$ cat src/rtl/tcw_pkg.sv
// shared constants, types and state encoding for the text console writer
package tcw_pkg;

  localparam int COLUMNS    = 80;
  localparam int ROWS       = 25;
  localparam int CELLS      = COLUMNS * ROWS;
  localparam int COPY_CELLS = (ROWS - 1) * COLUMNS;
  localparam int ADDR_W     = $clog2(CELLS);
  localparam int CELL_W     = 16;
  localparam int CHAR_W     = 8;
  localparam int COL_W      = 7;
  localparam int ROW_W      = 5;
  localparam int CUR_ROW_W  = $clog2(ROWS);

  localparam logic OP_WRITE = 1'b0;
  localparam logic OP_READ  = 1'b1;

  localparam logic [CHAR_W-1:0] ATTR_RESET = 8'd240;

  typedef enum logic [1:0] {
    ST_IDLE,
    ST_CLEAR,
    ST_SCROLL,
    ST_DRAIN
  } tcw_state_t;

  typedef struct packed {
    logic accept;
    logic sweep;
    logic zero_all;
  } tcw_cmd_t;

  typedef struct packed {
    logic scroll_due;
    logic sweep_last;
  } tcw_status_t;

endpackage

$ cat src/rtl/tcw_ctrl.sv
// controller state machine: clearing pass, scroll sweep and item acceptance
module tcw_ctrl (
  input  logic                 clk,
  input  logic                 rst_n,
  input  logic                 start,
  input  tcw_pkg::tcw_status_t status,
  output tcw_pkg::tcw_cmd_t    cmd,
  output logic                 busy
);

  tcw_pkg::tcw_state_t state_r, state_nxt;

  always_ff @(posedge clk) begin
    if (!rst_n) begin
      state_r <= tcw_pkg::ST_CLEAR;
    end else begin
      state_r <= state_nxt;
    end
  end

  always_comb begin
    state_nxt = state_r;
    unique case (state_r)
      tcw_pkg::ST_IDLE: begin
        if (start && status.scroll_due) begin
          state_nxt = tcw_pkg::ST_SCROLL;
        end
      end
      tcw_pkg::ST_CLEAR, tcw_pkg::ST_SCROLL: begin
        if (status.sweep_last) begin
          state_nxt = tcw_pkg::ST_DRAIN;
        end
      end
      tcw_pkg::ST_DRAIN: begin
        state_nxt = tcw_pkg::ST_IDLE;
      end
      default: begin
        state_nxt = tcw_pkg::ST_IDLE;
      end
    endcase
  end

  always_comb begin
    cmd  = '0;
    busy = 1'b1;
    unique case (state_r)
      tcw_pkg::ST_IDLE: begin
        busy       = 1'b0;
        cmd.accept = start;
      end
      tcw_pkg::ST_CLEAR: begin
        cmd.sweep    = 1'b1;
        cmd.zero_all = 1'b1;
      end
      tcw_pkg::ST_SCROLL: begin
        cmd.sweep = 1'b1;
      end
      tcw_pkg::ST_DRAIN: begin
        busy = 1'b1;
      end
      default: begin
        busy = 1'b1;
      end
    endcase
  end

endmodule

$ cat config.mk
export PLATFORM = sky130hd
export DESIGN_NAME = tcw_ctrl
export DESIGN_NICKNAME = d
export VERILOG_FILES = /design/src/rtl/tcw_pkg.sv /design/src/rtl/tcw_ctrl.sv
export SDC_FILE = /design/constraint.sdc
export NUM_CORES = 1
export LEC_CHECK = 0
export ABC_CLOCK_PERIOD_IN_PS = 1510
export BUFFER_PORTS_ARGS = -buffer_cell sky130_fd_sc_hd__buf_4
export CAP_MARGIN = 30
export CELL_PAD_IN_SITES_DETAIL_PLACEMENT = 1
export CELL_PAD_IN_SITES_GLOBAL_PLACEMENT = 1
export CORE_AREA = 2 2 39 41
export CTS_CLUSTER_SIZE = 25
export DETAILED_ROUTE_END_ITERATION = 16
export DIE_AREA = 0 0 41 43
export HOLD_SLACK_MARGIN = 0.06
export PLACE_DENSITY = 0.43
export SYNTH_ARGS = -nofsm -noshare
export SYNTH_HDL_FRONTEND = slang
export SYNTH_SLANG_ARGS = --single-unit
$ cat constraint.sdc
create_clock -name clk -period 1.51 [get_ports clk]
set_input_delay 0.302 -clock clk [delete_from_list [all_inputs] [get_ports clk]]
set_output_delay 0.302 -clock clk [all_outputs]
set_load 0.03 [all_outputs]
# Word level (Yosys, flattened, before mapping)
# Cells that the tools add are included.
classes:
  eq_ne: 5
  mux: 7
  reduce_logical: 4
op_table:
  columns: ["op", "count"]
  rows:
  - ["$pmux 2 s3", 1]
  - ["$eq 2x2->1 const B", 2]
  - ["$mux 1", 4]
  - ["$mux 2", 2]
  - ["$eq 2x1->1 const B", 1]
  - ["$logic_not 2->1", 1]
  - ["$ne 2x1->1 const B", 1]
  - ["$ne 2x2->1 const B", 1]
  - ["$reduce_and 2->1", 1]
  - ["$reduce_or 2->1", 1]
  - ["$logic_and 1x1->1", 1]
totals:
  register_bits: 2
  in_bits: 5
  elab_cells: 17

# Longest topological paths before layout
logic_depth:
  ltp_word: 4
  ltp_mapped: 5
  depth_no_buf: 5

# Worst setup path before layout
# Ideal clock, no wire load.
synth_path:
  path_kind: "register -> output"
  from: "register state_r[0]"
  to: "output port cmd[1] (netlist name)"
  t_arrival_ps: 880
  required_time_ps: 1208
  slack_ps: 328
  path_stages_with_launch: 4
  cell_sequence: "dfxtp_1 inv_1 ha_1 buf_4"
synth_rtl:
  columns: ["element", "line", "rtl"]
  rows:
  - ["from (decl)", "tcw_ctrl.sv:11", "tcw_pkg::tcw_state_t state_r, state_nxt;"]
  - ["from (signal assigned)", "tcw_ctrl.sv:15", "state_r <= tcw_pkg::ST_CLEAR;"]
  - ["from (signal assigned)", "tcw_ctrl.sv:17", "state_r <= state_nxt;"]
  - ["to (decl)", "tcw_ctrl.sv:7", "output tcw_pkg::tcw_cmd_t cmd,"]

==> flow_metrics.tcl <==
set metrics [dict create \
    status "completed" \
    drt_iter0_markers 1 \
    netlist_area_um2 171 \
    p_leak_nw 0.134 \
    grt_antenna_before_repair 0 \
    syn_nets 27 \
    p_int_w 0.000319 \
    startpoint "state_r[0]" \
    grtUsageTotal_pct 5.31 \
    crit_buf_inv 2 \
    finalCritPeriodShare_pct 94.1 \
    critPathKind "reg -> out" \
    required_ps 1210 \
    grt_max_degree 4 \
    clk_latency_ps 220 \
    cpPeakStageDelay_ps 330 \
    setup_viol 0 \
    critical_path_arrival_ps 1120 \
    critPathTopFamily "flip-flops" \
    p_seq_share_pct 17.1 \
    cts_buffer_depth 2 \
    dieArea_um2 1760 \
    synth_top_cell_area_share_pct 23.4 \
    route.met3.wl_um 50 \
    p_comb_share_pct 62.5 \
    start_util_pct 12.4 \
    grt_first_pass_wirelength_um 586 \
    report.final.slew_viol_count 0 \
    wl_um 362 \
    period_needed_ps 1420 \
    die_w_um 41 \
    drc 0 \
    wl_met2_um 131 \
    rsz0062_at_grt "false" \
    max_slew_margin_pct 92.5 \
    fmax_mhz 703 \
    hold_viol 0 \
    pwr-share-clk_pct 20.4 \
    cts_root_buf "clkbuf_4" \
    syn2layout_area_growth_pct 58.4 \
    ys_warn_count 0 \
    setup_tns_ps 0 \
    wl_met1_um 180 \
    io_pins 9 \
    highest_layer "met3" \
    synth_area_leaders "dfxtp_1, ha_1, a21boi_4" \
    drv_cap 0 \
    port_buffers 8 \
    fillers 172 \
    ant_nets 0 \
    crit_fanout 3 \
    ys_seq_elements 2 \
    worstPathCellList "inv_1 > ha_2 > and2_2 > buf_4" \
    cts_tree "done" \
    clock_skew_ps 4.76 \
    core_area_um2 1380 \
    nNetsFinal 39 \
    drive_gt1_share_pct 58.6 \
    synth.avg_cell_area_um2 9.02 \
    cts_sinks 2 \
    num_vias 147 \
    synth_cell_type_count 13 \
    max_slew.worst_pin.slew_ps 110 \
    synth_seq_area_share_pct 23.4 \
    clkSlewWorstSetupHoldPaths_ps 30 \
    holdBufCountCts 0 \
    cts-buffers-inserted 3 \
    worst_setup_path_start_kind "flop" \
    powerDensity_nw_per_um2 2080 \
    hold_path_class "in -> reg" \
    p_sw_share_pct 43.7 \
    grt-ovfl-total 0 \
    p_sw_w 0.000247 \
    hp-start "rst_n" \
    htreeDepth 1 \
    rows 14 \
    fin_hold_ws_ps 272 \
    slowest_stage "dfxtp_2" \
    synth_top_cell_by_area "dfxtp_1" \
    vias_per_cell 3.27 \
    grt_pass1_vias 159 \
    die-height_um 43 \
    post_cts_buffers 0 \
    top_regs "state_r x2" \
    largest_reg_flops 2 \
    top_register "state_r" \
    end_kind "output pin" \
    dr.pass1.iters 2 \
    synthCells 19 \
    ir_drop_mv 0.566 \
    wire_per_inst_um 8.04 \
    r2r-start "state_r[0]" \
    dp_hpwl_um 309 \
    diodes 0 \
    gp_congestion 0.545 \
]
## area by class of cell
| type | instances | area, um^2 | area share, % |
|---|---|---|---|
| multi-input cells | 12 | 111 | 41.0 |
| repair buffers | 8 | 60.1 | 22.1 |
| flip-flops and latches | 2 | 42.5 | 15.7 |
| clock buffers | 3 | 22.5 | 8.29 |
| well taps | 16 | 20.0 | 7.37 |
| inverters | 4 | 15.0 | 5.53 |
## cell families (layout without fill, tap and decap cells)
group / after synthesis / after routing / synth area share, %
mux: 1 / 1 / 5.84
fa+ha+maj: 3 / 3 / 21.9
simple gates: 4 / 4 / 12.4
flops: 2 / 2 / 23.4
buf+inv: 5 / 15 / 13.1
compound gates: 4 / 4 / 23.4
## placed cells by master, fill, tap and decap left out
cell type,synthesis,routed
buf_4,1,8
inv_1,4,4
clkbuf_4,0,3
ha_1,3,2
dfxtp_2,0,2
and2_2,1,1
nand2_1,1,1
nand2b_1,1,1
a21boi_4,1,1
a21oi_2,1,1
mux2i_1,1,1
o21a_1,1,1
nor2_1,1,1
o21ai_1,1,1
ha_2,0,1
## synth_stat cells
master	n
buf_4	1
inv_1	4
ha_1	3
and2_2	1
o21a_1	1
mux2i_1	1
dfxtp_1	2
a21oi_2	1
nor2_1	1
nand2b_1	1
a21boi_4	1
o21ai_1	1
nand2_1	1
## path summary, 6_finish.rpt
check,slack (ps),endpoint,cells after the start
min,270,state_r[0],2
max reg2reg,390,state_r[1],5
min reg2reg,470,state_r[1],2
max,90,cmd[2],4
## stage by stage
step / util (%) / cells / power (W) / area, um^2 / setup slack (ps)
final: 19.6 / 45 / 0.000565 / 272 / 88.4
after detailed placement: 17.6 / 42 / 0.000441 / 244 / 235
after CTS: 19.3 / 45 / 0.000568 / 268 / 29.3
after global routing: 19.6 / 45 / 0.000620 / 272 / 21.1
after floorplan: - / 19 / 0.000365 / 171 / 328
after global placement: 17.6 / 42 / 0.000444 / 244 / 272
## power groups by stage
stage	sequential, W	clock, W	combinational [W]
floorplan	0.0000889	0	0.000276
global placement	0.0000914	0	0.000352
detailed placement	0.0000940	0	0.000347
CTS	0.0000955	0.000122	0.000351
global route	0.000102	0.000125	0.000394
finish	0.0000967	0.000115	0.000353
## per-layer routing
layer / up-vias / global-route usage, %
met2: 9 / 6.25
met1: 59 / 6.69
met5: - / 0
met4: 0 / 0
met3: 0 / 6.28
li1: 79 / -
## worst register-to-register path, stage by stage (launching register included)
cell	delay, ps
dfxtp_2	330
inv_1	60
ha_2	190
a21boi_4	140
a21oi_2	130
mux2i_1	190
## timing repair
action                                  in CTS  in global routing
hold endpoints to repair                     0                  0
resized for setup                            1                  2
endpoints found under the setup margin       1                  1
pin swaps                                    0                  0
No activity file was read; power rests on OpenSTA's default activity.
